**src/hdl/pfsm_pkg.sv**
```systemverilog
// ----------------------------------------------------------------------------
// pfsm_pkg: shared types and codes for the playback frame state machine
// Event codes, one-hot machine states, output state codes and the status
// group that travels from the engine to the output stage.
// ----------------------------------------------------------------------------
package pfsm_pkg;

	typedef enum logic [3:0] {
		CMD_SELECT     = 4'd0,
		CMD_START      = 4'd1,
		CMD_PAUSE      = 4'd2,
		CMD_RESUME     = 4'd3,
		CMD_SEEK       = 4'd4,
		CMD_ENDED      = 4'd5,
		CMD_FAIL       = 4'd6,
		CMD_RDREADY    = 4'd7,
		CMD_RDBEGIN    = 4'd8,
		CMD_RDCOMPLETE = 4'd9,
		CMD_RDFAIL     = 4'd10,
		CMD_CANCEL     = 4'd11,
		CMD_LOOP       = 4'd12,
		CMD_FRAMETAG   = 4'd13
	} cmd_t;

	typedef enum logic [5:0] {
		PB_EMPTY   = 6'b000001,
		PB_READY   = 6'b000010,
		PB_PLAYING = 6'b000100,
		PB_PAUSED  = 6'b001000,
		PB_ENDED   = 6'b010000,
		PB_FAILED  = 6'b100000
	} pb_state_t;

	typedef enum logic [5:0] {
		RD_UNINIT    = 6'b000001,
		RD_READY     = 6'b000010,
		RD_READING   = 6'b000100,
		RD_COMPLETED = 6'b001000,
		RD_FAILED    = 6'b010000,
		RD_CANCELLED = 6'b100000
	} rd_state_t;

	localparam logic [2:0] PBC_EMPTY   = 3'd0;
	localparam logic [2:0] PBC_READY   = 3'd1;
	localparam logic [2:0] PBC_PLAYING = 3'd2;
	localparam logic [2:0] PBC_PAUSED  = 3'd3;
	localparam logic [2:0] PBC_ENDED   = 3'd4;
	localparam logic [2:0] PBC_FAILED  = 3'd5;

	localparam logic [2:0] RDC_UNINIT    = 3'd0;
	localparam logic [2:0] RDC_READY     = 3'd1;
	localparam logic [2:0] RDC_READING   = 3'd2;
	localparam logic [2:0] RDC_COMPLETED = 3'd3;
	localparam logic [2:0] RDC_FAILED    = 3'd4;
	localparam logic [2:0] RDC_CANCELLED = 3'd5;

	localparam logic [3:0] ERR_NONE      = 4'd0;
	localparam logic [3:0] ERR_UNKNOWN   = 4'd1;
	localparam logic [3:0] ERR_CANCELLED = 4'd2;

	localparam int IN_BITS     = 8;
	localparam int STATUS_BITS = 13;

	typedef struct packed {
		logic       loop_allowed;
		logic       media_present;
		logic [3:0] reader_error;
		logic [2:0] reader_state;
		logic [2:0] playback_state;
		logic       accepted;
	} status_t;

	function automatic logic [2:0] pb_code(input pb_state_t s);
		logic [2:0] c;
		unique case (s)
			PB_EMPTY:   c = PBC_EMPTY;
			PB_READY:   c = PBC_READY;
			PB_PLAYING: c = PBC_PLAYING;
			PB_PAUSED:  c = PBC_PAUSED;
			PB_ENDED:   c = PBC_ENDED;
			PB_FAILED:  c = PBC_FAILED;
			default:    c = PBC_EMPTY;
		endcase
		return c;
	endfunction

	function automatic logic [2:0] rd_code(input rd_state_t s);
		logic [2:0] c;
		unique case (s)
			RD_UNINIT:    c = RDC_UNINIT;
			RD_READY:     c = RDC_READY;
			RD_READING:   c = RDC_READING;
			RD_COMPLETED: c = RDC_COMPLETED;
			RD_FAILED:    c = RDC_FAILED;
			RD_CANCELLED: c = RDC_CANCELLED;
			default:      c = RDC_UNINIT;
		endcase
		return c;
	endfunction

endpackage

```
**src/hdl/playback_frame_state_machine_core.sv**
```systemverilog
// ----------------------------------------------------------------------------
// playback_frame_state_machine_core: playback and reader event processor
// Input register, event engine and output register for one event per item.
// ----------------------------------------------------------------------------
// Usage:
//   s_* carries one event per item (cmd, error_code). m_* returns one result
//   item per event: accepted flag, playback and reader states, reader error,
//   media and loop flags, and the four counters.
//   An item passes from the input register through the event engine into
//   the result register. Throughput is one item per cycle while the
//   receiver does not stall; the engine's state registers are updated in
//   the same cycle that the result is captured.
//   When the receiver stalls, the result register holds, the input register
//   still takes one more item, and s_tready drops only when both are full.
//   Reset clears both valid flags and returns the machines to empty and
//   uninitialized with all counters at zero.
// ----------------------------------------------------------------------------
module playback_frame_state_machine_core #(
	parameter int COUNTER_BITS = 64
) (
	input  logic                 clk,
	input  logic                 arst_n,
	input  logic                 s_tvalid,
	output logic                 s_tready,
	// cmd[3:0], error_code[7:4]
	input  logic [7:0]           s_tdata,
	output logic                 m_tvalid,
	input  logic                 m_tready,
	// accepted[0], playback_state[3:1], reader_state[6:4], reader_error[10:7],
	// media_present[11], loop_allowed[12], frame_sequence, media_generation,
	// timeline_epoch, loop_count (COUNTER_BITS each), zero pad
	output logic [((pfsm_pkg::STATUS_BITS + 4 * COUNTER_BITS + 7) / 8) * 8 - 1:0] m_tdata
);

	localparam int RAW_BITS = pfsm_pkg::STATUS_BITS + 4 * COUNTER_BITS;
	localparam int OUT_BITS = ((RAW_BITS + 7) / 8) * 8;
	localparam int PAD_BITS = OUT_BITS - RAW_BITS;

	logic                    valid_s1;
	logic [3:0]              cmd_s1;
	logic [3:0]              code_s1;
	logic                    valid_s2;
	pfsm_pkg::status_t       status_s2;
	logic [COUNTER_BITS-1:0] seq_s2, gen_s2, ep_s2, it_s2;

	logic                    advance;
	logic                    fire;
	pfsm_pkg::status_t       status_c;
	logic [COUNTER_BITS-1:0] seq_c, gen_c, ep_c, it_c;

	assign advance  = !valid_s2 || m_tready;
	assign s_tready = !valid_s1 || advance;
	assign fire     = valid_s1 && advance;

	always_ff @(posedge clk or negedge arst_n) begin
		if (!arst_n) begin
			valid_s1 <= 1'b0;
		end else if (s_tready) begin
			valid_s1 <= s_tvalid;
		end
	end

	always_ff @(posedge clk) begin
		if (s_tvalid && s_tready) begin
			cmd_s1  <= s_tdata[3:0];
			code_s1 <= s_tdata[7:4];
		end
	end

	pfsm_engine #(
		.COUNTER_BITS(COUNTER_BITS)
	) u_engine (
		.clk              (clk),
		.arst_n           (arst_n),
		.fire             (fire),
		.cmd              (cmd_s1),
		.error_code       (code_s1),
		.status           (status_c),
		.frame_sequence   (seq_c),
		.media_generation (gen_c),
		.timeline_epoch   (ep_c),
		.loop_count       (it_c)
	);

	always_ff @(posedge clk or negedge arst_n) begin
		if (!arst_n) begin
			valid_s2 <= 1'b0;
		end else if (advance) begin
			valid_s2 <= valid_s1;
		end
	end

	always_ff @(posedge clk) begin
		if (fire) begin
			status_s2 <= status_c;
			seq_s2    <= seq_c;
			gen_s2    <= gen_c;
			ep_s2     <= ep_c;
			it_s2     <= it_c;
		end
	end

	assign m_tvalid = valid_s2;
	assign m_tdata  = {{PAD_BITS{1'b0}}, it_s2, ep_s2, gen_s2, seq_s2, status_s2};

`ifndef SYNTHESIS
	a_ready_only_when_full: assert property (@(posedge clk) disable iff (!arst_n)
		!s_tready |-> m_tvalid)
		else $error("input stalled while result register empty");

	a_loop_flag: assert property (@(posedge clk) disable iff (!arst_n)
		m_tvalid && status_s2.loop_allowed |->
			status_s2.media_present && status_s2.reader_state == pfsm_pkg::RDC_COMPLETED)
		else $error("loop allowed without media or completed reader");

	a_fail_code: assert property (@(posedge clk) disable iff (!arst_n)
		m_tvalid && status_s2.reader_state == pfsm_pkg::RDC_FAILED |->
			status_s2.reader_error != pfsm_pkg::ERR_NONE)
		else $error("reader failed with no error code");

	a_empty_no_media: assert property (@(posedge clk) disable iff (!arst_n)
		m_tvalid && status_s2.playback_state == pfsm_pkg::PBC_EMPTY |->
			!status_s2.media_present)
		else $error("playback empty with media present");
`endif

endmodule

```
**src/hdl/pfsm_engine.sv**
```systemverilog
// ----------------------------------------------------------------------------
// pfsm_engine: playback and reader machines with their counters
// Holds the machine state and applies one event per fire; presents the
// result of the event being applied in the same cycle.
// ----------------------------------------------------------------------------
module pfsm_engine #(
	parameter int COUNTER_BITS = 64
) (
	input  logic                    clk,
	input  logic                    arst_n,
	input  logic                    fire,
	input  logic [3:0]              cmd,
	input  logic [3:0]              error_code,
	output pfsm_pkg::status_t       status,
	output logic [COUNTER_BITS-1:0] frame_sequence,
	output logic [COUNTER_BITS-1:0] media_generation,
	output logic [COUNTER_BITS-1:0] timeline_epoch,
	output logic [COUNTER_BITS-1:0] loop_count
);

	localparam logic [COUNTER_BITS-1:0] CNT_ONE = COUNTER_BITS'(1);

	pfsm_pkg::pb_state_t     pb_q, pb_n;
	pfsm_pkg::rd_state_t     rd_q, rd_n;
	logic [3:0]              err_q, err_n;
	logic                    media_q, media_n;
	logic [COUNTER_BITS-1:0] gen_q, gen_n;
	logic [COUNTER_BITS-1:0] ep_q, ep_n;
	logic [COUNTER_BITS-1:0] seq_q, seq_n;
	logic [COUNTER_BITS-1:0] it_q, it_n;
	logic                    ok;
	logic                    epoch;
	logic                    is_tag;

	always_comb begin
		pb_n    = pb_q;
		rd_n    = rd_q;
		err_n   = err_q;
		media_n = media_q;
		gen_n   = gen_q;
		ep_n    = ep_q;
		seq_n   = seq_q;
		it_n    = it_q;
		ok      = 1'b0;
		epoch   = 1'b0;
		is_tag  = 1'b0;
		unique case (pfsm_pkg::cmd_t'(cmd))
			pfsm_pkg::CMD_SELECT: begin
				media_n = 1'b1;
				gen_n   = gen_q + CNT_ONE;
				it_n    = '0;
				pb_n    = pfsm_pkg::PB_READY;
				rd_n    = pfsm_pkg::RD_UNINIT;
				err_n   = pfsm_pkg::ERR_NONE;
				epoch   = 1'b1;
				ok      = 1'b1;
			end
			pfsm_pkg::CMD_START: begin
				if (media_q && (pb_q == pfsm_pkg::PB_READY || pb_q == pfsm_pkg::PB_ENDED)) begin
					pb_n  = pfsm_pkg::PB_PLAYING;
					epoch = 1'b1;
					ok    = 1'b1;
				end
			end
			pfsm_pkg::CMD_PAUSE: begin
				if (pb_q == pfsm_pkg::PB_PLAYING) begin
					pb_n = pfsm_pkg::PB_PAUSED;
					ok   = 1'b1;
				end
			end
			pfsm_pkg::CMD_RESUME: begin
				if (pb_q == pfsm_pkg::PB_PAUSED) begin
					pb_n  = pfsm_pkg::PB_PLAYING;
					epoch = 1'b1;
					ok    = 1'b1;
				end
			end
			pfsm_pkg::CMD_SEEK: begin
				if (media_q && pb_q != pfsm_pkg::PB_EMPTY && pb_q != pfsm_pkg::PB_FAILED) begin
					if (pb_q == pfsm_pkg::PB_ENDED) begin
						pb_n = pfsm_pkg::PB_READY;
					end
					rd_n  = pfsm_pkg::RD_UNINIT;
					err_n = pfsm_pkg::ERR_NONE;
					epoch = 1'b1;
					ok    = 1'b1;
				end
			end
			pfsm_pkg::CMD_ENDED: begin
				if (pb_q == pfsm_pkg::PB_PLAYING || pb_q == pfsm_pkg::PB_PAUSED) begin
					pb_n = pfsm_pkg::PB_ENDED;
					ok   = 1'b1;
				end
			end
			pfsm_pkg::CMD_FAIL: begin
				pb_n = pfsm_pkg::PB_FAILED;
				ok   = 1'b1;
			end
			pfsm_pkg::CMD_RDREADY: begin
				if (rd_q == pfsm_pkg::RD_UNINIT) begin
					rd_n  = pfsm_pkg::RD_READY;
					err_n = pfsm_pkg::ERR_NONE;
					ok    = 1'b1;
				end
			end
			pfsm_pkg::CMD_RDBEGIN: begin
				if (rd_q == pfsm_pkg::RD_READY) begin
					rd_n  = pfsm_pkg::RD_READING;
					err_n = pfsm_pkg::ERR_NONE;
					ok    = 1'b1;
				end
			end
			pfsm_pkg::CMD_RDCOMPLETE: begin
				if (rd_q == pfsm_pkg::RD_READING) begin
					rd_n  = pfsm_pkg::RD_COMPLETED;
					err_n = pfsm_pkg::ERR_NONE;
					ok    = 1'b1;
				end
			end
			pfsm_pkg::CMD_RDFAIL: begin
				rd_n  = pfsm_pkg::RD_FAILED;
				err_n = (error_code == pfsm_pkg::ERR_NONE) ? pfsm_pkg::ERR_UNKNOWN : error_code;
				ok    = 1'b1;
			end
			pfsm_pkg::CMD_CANCEL: begin
				rd_n  = pfsm_pkg::RD_CANCELLED;
				err_n = pfsm_pkg::ERR_CANCELLED;
				ok    = 1'b1;
			end
			pfsm_pkg::CMD_LOOP: begin
				if (media_q && rd_q == pfsm_pkg::RD_COMPLETED) begin
					it_n  = it_q + CNT_ONE;
					rd_n  = pfsm_pkg::RD_READY;
					err_n = pfsm_pkg::ERR_NONE;
					ok    = 1'b1;
				end
			end
			pfsm_pkg::CMD_FRAMETAG: begin
				seq_n  = seq_q + CNT_ONE;
				is_tag = 1'b1;
				ok     = 1'b1;
			end
			default: begin
			end
		endcase
		if (epoch) begin
			ep_n  = ep_q + CNT_ONE;
			seq_n = '0;
		end
	end

	always_ff @(posedge clk or negedge arst_n) begin
		if (!arst_n) begin
			pb_q    <= pfsm_pkg::PB_EMPTY;
			rd_q    <= pfsm_pkg::RD_UNINIT;
			err_q   <= pfsm_pkg::ERR_NONE;
			media_q <= 1'b0;
			gen_q   <= '0;
			ep_q    <= '0;
			seq_q   <= '0;
			it_q    <= '0;
		end else if (fire) begin
			pb_q    <= pb_n;
			rd_q    <= rd_n;
			err_q   <= err_n;
			media_q <= media_n;
			gen_q   <= gen_n;
			ep_q    <= ep_n;
			seq_q   <= seq_n;
			it_q    <= it_n;
		end
	end

	assign status.accepted       = ok;
	assign status.playback_state = pfsm_pkg::pb_code(pb_n);
	assign status.reader_state   = pfsm_pkg::rd_code(rd_n);
	assign status.reader_error   = err_n;
	assign status.media_present  = media_n;
	assign status.loop_allowed   = media_n && (rd_n == pfsm_pkg::RD_COMPLETED);

	assign frame_sequence   = is_tag ? seq_q : seq_n;
	assign media_generation = gen_n;
	assign timeline_epoch   = ep_n;
	assign loop_count       = it_n;

endmodule

```
**config.mk**
```make
export PLATFORM = sky130hd
export DESIGN_NAME = playback_frame_state_machine_core
export DESIGN_NICKNAME = d
export VERILOG_FILES = /design/src/hdl/pfsm_pkg.sv /design/src/hdl/playback_frame_state_machine_core.sv /design/src/hdl/pfsm_engine.sv
export SDC_FILE = /design/constraint.sdc
export NUM_CORES = 1
export LEC_CHECK = 0
export BUFFER_PORTS_ARGS = -buffer_cell sky130_fd_sc_hd__buf_4
export CAP_MARGIN = 30
export CELL_PAD_IN_SITES_DETAIL_PLACEMENT = 0
export CELL_PAD_IN_SITES_GLOBAL_PLACEMENT = 1
export CORE_ASPECT_RATIO = 0.7
export CORE_MARGIN = 1
export CORE_UTILIZATION = 50
export DETAILED_ROUTE_END_ITERATION = 8
export HOLD_SLACK_MARGIN = 0.12
export PLACE_DENSITY_LB_ADDON = 0.1
export RECOVER_POWER = 50
export REMOVE_ABC_BUFFERS = 1
export SYNTH_ARGS = -nofsm -noshare
export SYNTH_HDL_FRONTEND = slang
export SYNTH_HIERARCHICAL = 1
export SYNTH_SLANG_ARGS = --single-unit
```
**constraint.sdc**
```tcl
create_clock -name clk -period 18.2 [get_ports clk]
set_input_delay 3.64 -clock clk [delete_from_list [all_inputs] [get_ports clk]]
set_output_delay 3.64 -clock clk [all_outputs]
set_load 0.02 [all_outputs]
```
# Word level (Yosys, flattened, before mapping)
# Cells that the tools add are included.
# word_totals
word_cells	117
ff_bits	552
inputBits	12
# classes
add_sub_neg	4
reduce_logical	16
n_eq_ne	33
mux	42
# op_table
operator	count
2-to-1 mux 64 bit	6
adder 64 x 1 -> 64 bit (second input constant)	4
one-hot mux 64 bit (2 select lines)	1
2-to-1 mux 6 bit	11
one-hot mux 6 bit (8 select lines)	1
one-hot mux 6 bit (7 select lines)	1
one-hot mux 4 bit (8 select lines)	1
one-hot mux 3 bit (5 select lines)	2
== test 4 bit (second input constant)	6
== test 6 x 2 -> 1 bit (second input constant)	4
== test 6 x 3 -> 1 bit (second input constant)	4
== test 6 x 4 -> 1 bit (second input constant)	4
2-to-1 mux 4 bit	6
== test 6 x 5 -> 1 bit (second input constant)	3
== test 4 x 3 -> 1 bit (second input constant)	4
== test 6 bit (second input constant)	2
2-to-1 mux 1 bit	11
one-hot mux 1 bit (10 select lines)	1
== test 4 x 2 -> 1 bit (second input constant)	2
logical NOT 4 bit	2
logical AND 1 bit	7
== test 6 x 1 -> 1 bit (second input constant)	1
!= test 6 x 1 -> 1 bit (second input constant)	1
!= test 6 bit (second input constant)	1
5 further kinds	9

# Logic depth before layout (Yosys ltp)
# logic_depth
word_depth	7
mapped_depth	11
ltp_nobuf	8

# Modules after synthesis
# Netlist, hierarchy kept.
# modules_own_cells
mod	area_each_um2	n_inst	cells_per_inst
pfsm_engine	18137.4	1	2136
playback_frame_state_machine_core	8448.1	1	289

# Worst setup path after synthesis
# OpenSTA, ideal clock, no wires.
# synth_path
path_kind	input-to-reg
start	input port m_tready
end	register u_engine.seq_q[41]
setup_ns	0.132
setup_slack_ns	6.265
t_arrival_ns	11.803
path_stages	9
n_path_buf	1
path_cell_list	nand2b_1 > and2_1 > and2_1 > nand4_1 > or4b_2 > clkbuf_1 > nor3_1 > xnor2_1 > nor2_1
# synth_via
elab_chain_cells	2
# synth_rtl
item	line	rtl
from (decl)	playback_frame_state_machine_core.sv:28	input logic m_tready,
logical OR 1 bit	playback_frame_state_machine_core.sv:51	assign advance = !valid_s2 || m_tready;
logical AND 1 bit	playback_frame_state_machine_core.sv:53	assign fire = valid_s1 && advance;
named net fire	playback_frame_state_machine_core.sv:47	logic fire;
to (signal assigned)	pfsm_engine.sv:169	seq_q <= seq_n;
to (decl)	pfsm_engine.sv:29	logic [COUNTER_BITS-1:0] seq_q, seq_n;
# The timed path passes the listed nets, and every way through them passes these cells.
# A chain may end at the register's enable or synchronous reset.

==> results by group <==
Outcome
  – Status: complete, but fails checks
  – Violated checks: max-capacitance violations, max-slew violations

STA
  – Fin. Hold Viols: 0
  – Setup violations, final: 0
  – Fmax: 115 MHz
  – RSZ-0062 raised after global routing: no
  – Clock Skews: about 0.016 ns
  – Final worst setup slack: 9.49 ns
  – Crit share post-route: a little under half
  – Tmin final: 8.71 ns
  – Hold Slack: 0.496 ns
  – Slew headroom: -304%
  – Fin. max-slew vios: 370
  – Worst slew pin tran: 6.06 ns

Pwr
  – Flop pwr share: 50.4%
  – Psw: 0.749 mW
  – Switching part of the total: between 20 and 30%
  – Clock power share: a little under 40%
  – VDD IR max: between 0.08 and 0.09 mV
  – P_int: 2.13 mW
  – Total power: 2.88 mW
  – Logic pwr share: 10.4%
  – Static leakage: 12.2 nW
  – Power density over cell area: 95.1 nW/um2

Route
  – Wirelength per Cell: ~19 um
  – Vias per inst: 5.81
  – Via count: around 20000
  – DRT Wirelength: 65.2 mm
  – Routed Antenna Nets: 0
  – 1st-iter DRT viols: around 1700
  – # DRC: 0
  – DR pass1 iterations: 6

Place
  – Dpl hpwl: 43.8 mm
  – Routability cong.: 0.879
  – Port bufs: 282
  – Post-Place Setup Slack: 10.50 ns
  – Cell Count Post-Placement: 3272

Global route
  – Met1 Track Usage GR: between 30% and 40%
  – GRT Residual Overflow: 0
  – Met2 usage: about a third
  – Global-route wire length before repair: 104 mm
  – Met3 Use GR: 3.32%
  – Gr busiest metal: met1
  – Global-route usage over all layers: between 20% and 30%
  – Initial antenna violation count: 0
  – Largest net degree at the start of global routing: 114
  – Vias in the first global route: about 18000

Finish
  – Layout net count: 2661
  – Share of cells above drive strength 1: roughly a tenth
  – Fin util: 57.9%
  – Antenna cells: 0
  – Synthesis-to-finish area growth: 14.0%
  – Fillers: 4533
  – Fin cells: 3374

Critical path
  – Delay-heaviest family, CP: buffers and inverters
  – Req. time, crit path: 17.43 ns
  – Crit-path cells: clkbuf_1
  – Worst EP arrival: 7.94 ns
  – CP bufs+invs: 1
  – Critical Path Start Type: input pin
  – Slowest cell on crit path: clkbuf_1
  – Reg-to-Reg Start: cmd_s1[2]
  – Crit path to: u_engine/ep_q[52]
  – Crit path launch: arst_n
  – Worst reg2reg setup slack: 11.59 ns
  – WP depth: 1
  – Reg2Reg Depth: 7
  – Crit-path max FO: 105
  – Slowest cell delay on critical path: around 4.1 ns
  – Worst R2R End: ep_s2[35]
  – Crit Path Category: input pin to async pin
  – Worst Setup End Kind: async pin

Synthesis
  – Most common cell in the netlist: edfxtp_1
  – Post-synth ARST share: around half
  – Post-synthesis compound-gate area fraction: about 7.8%
  – Yosys top cell area share: 31.3%
  – Post-synth EDFFs: 277
  – Largest family of logic cells by synthesized area: simple AND/OR/NAND/NOR gates
  – YS warnings: 6
  – Post-synthesis cell type count: 80
  – Synthesized area: 26600 um2
  – Post-synthesis simple-gate area fraction: 21.0%
  – Sequential-to-total area share from yosys stat: between 50% and 60%
  – Adder-cell share of the synthesized area: less than 1%
  – Top_reg_cell synth: edfxtp_1
  – Commonest cells in the synthesized netlist: edfxtp_1 (277), dfrtp_1 (273), nand2_1 (246), xnor2_1 (200), nand3_1 (198)
  – Syn Area/Cell: 11.0 um2
  – Post-synthesis mux area share: under 10%
  – Leading area contributor after synthesis: edfxtp_1
  – Top cells by area, synth: edfxtp_1 (31%), dfrtp_1 (26%), xnor2_1 (6.6%), nand3_1 (3.7%), nand2_1 (3.5%)
  – Synth Area in XOR/XNOR: 9.78%
  – Number of synthesized register bits: 552
  – Cells after synthesis: 2425

Clocking
  – Clk slew on worst S/H paths: roughly 0.06 ns
  – Htree depth: 2
  – Cts bufs inserted: between 50 and 60
  – Worst skew pair latency: 0.61 ns
  – Post-CTS Hold Fix Bufs: 0
  – Clock buffer depth: 3
  – Post-CTS setup buffer count: 0
  – CTS tree: done
  – CTS Root Cell: clkbuf_16
  – CTS Sinks: about 550
  – CTS resizes: 0

Flow run
  – Max-cap violations: 9

Floorplanning
  – Effective utilization at floorplan: 50.8%
  – Standard-cell rows: 70
  – Die Y: 195 um
  – Die width: between 200 and 300 um
  – Full die area: 54100 um2
  – Top Ports: ~290
  – Core area: 52400 um2

Worst hold path
  – HP Class: flip-flop to flip-flop
  – Hold Path Depth: 1
-- registers in the layout, summed over array words and instances, names as in the netlist, 4 cells and up --
signal	count
cmd_s1	4
code_s1	4
ep_s2	64
gen_s2	64
it_s2	64
m_tdata	13
seq_s2	64
u_engine/ep_q	64
u_engine/err_q	4
u_engine/gen_q	64
u_engine/it_q	64
u_engine/pb_q	6
u_engine/rd_q	6
u_engine/seq_q	64
-- stage by stage --
step / TNS [ns] / instance area [um2]
final: 0 / 30300
after global routing: 0 / 30300
after CTS: 0 / 31000
after detailed placement: 0 / 29300
after global placement: 0 / 29200
after floorplan: -43.50 / 26000
-- cell families after synthesis --
family,after synthesis
AO/OA/AOI/OAI,303
XOR/XNOR,297
adder cells (fa/ha/maj),4
buffers and inverters,187
flip-flops,552
multiplexers,27
other,1
AND/OR/NAND/NOR,1054
-- per-layer routing --
metal / part of all wire [%] / wire length (um) / vias up
met5: 0 / 0 / -
met4: 2.1 / 1370 / 0
met3: 5.4 / 3520 / 89
met2: 44 / 28600 / 606
met1: 49 / 31700 / 9574
li1: - / - / 9345
-- how the worst min path moves through the flow --
stage	from	endpoint	slack [ns]
3_3_place_gp	u_engine/err_q[2]	u_engine/err_q[2]	0.48
4_1_cts	u_engine/gen_q[63]	u_engine/gen_q[63]	0.49
5_1_grt	u_engine/err_q[1]	u_engine/err_q[1]	0.51
6_report	u_engine/err_q[0]	u_engine/err_q[0]	0.50
2_1_floorplan	u_engine/err_q[0]	u_engine/err_q[0]	0.46
3_5_place_dp	u_engine/err_q[0]	u_engine/err_q[0]	0.48
-- power groups by stage --
stage | clock network (mW) | logic, mW | registers (mW)
finish | 1.13 | 0.300 | 1.45
global route | 1.20 | 0.328 | 1.46
CTS | 1.15 | 0.320 | 1.45
detailed placement | 0 | 0.319 | 1.48
global placement | 0 | 0.312 | 1.47
floorplan | 0 | 0.132 | 1.53
-- cell usage in the layout (no fill, tap or decap), types with 10 or more instances in the layout --
| master | n |
|---|---|
| inv_1 | 36 |
| xor2_1 | 97 |
| xnor2_1 | 200 |
| and4_1 | 34 |
| nand3_1 | 198 |
| a21o_1 | 12 |
| clkinv_2 | 12 |
| nor2_1 | 132 |
| a21oi_1 | 40 |
| and2_1 | 22 |
| nand2b_1 | 13 |
| clkbuf_16 | 55 |
| nor3_1 | 69 |
| and3_1 | 123 |
| or4_1 | 22 |
| nor4_1 | 34 |
| or3_1 | 18 |
| o22ai_1 | 10 |
| buf_4 | 144 |
| mux2_2 | 18 |
| dfrtp_1 | 273 |
| o21ai_0 | 87 |
| o311ai_0 | 10 |
| o211ai_1 | 21 |
| o31ai_1 | 25 |
| a31oi_1 | 34 |
| clkbuf_1 | 171 |
| edfxtp_1 | 277 |
| nand2_1 | 246 |
| nand4_1 | 99 |
-- area by class of cell --
class / instances / area [um2] / area share, %
sequential: 552 / 15200 / 50.2
clock inverter: 26 / 278 / 0.917
inverter: 37 / 140 / 0.462
tap: 684 / 856 / 2.82
clock buffer: 75 / 1480 / 4.89
multi-input combinational: 1688 / 10500 / 34.7
timing repair buffer: 312 / 1830 / 6.05
(Power assumes the default switching activity.)
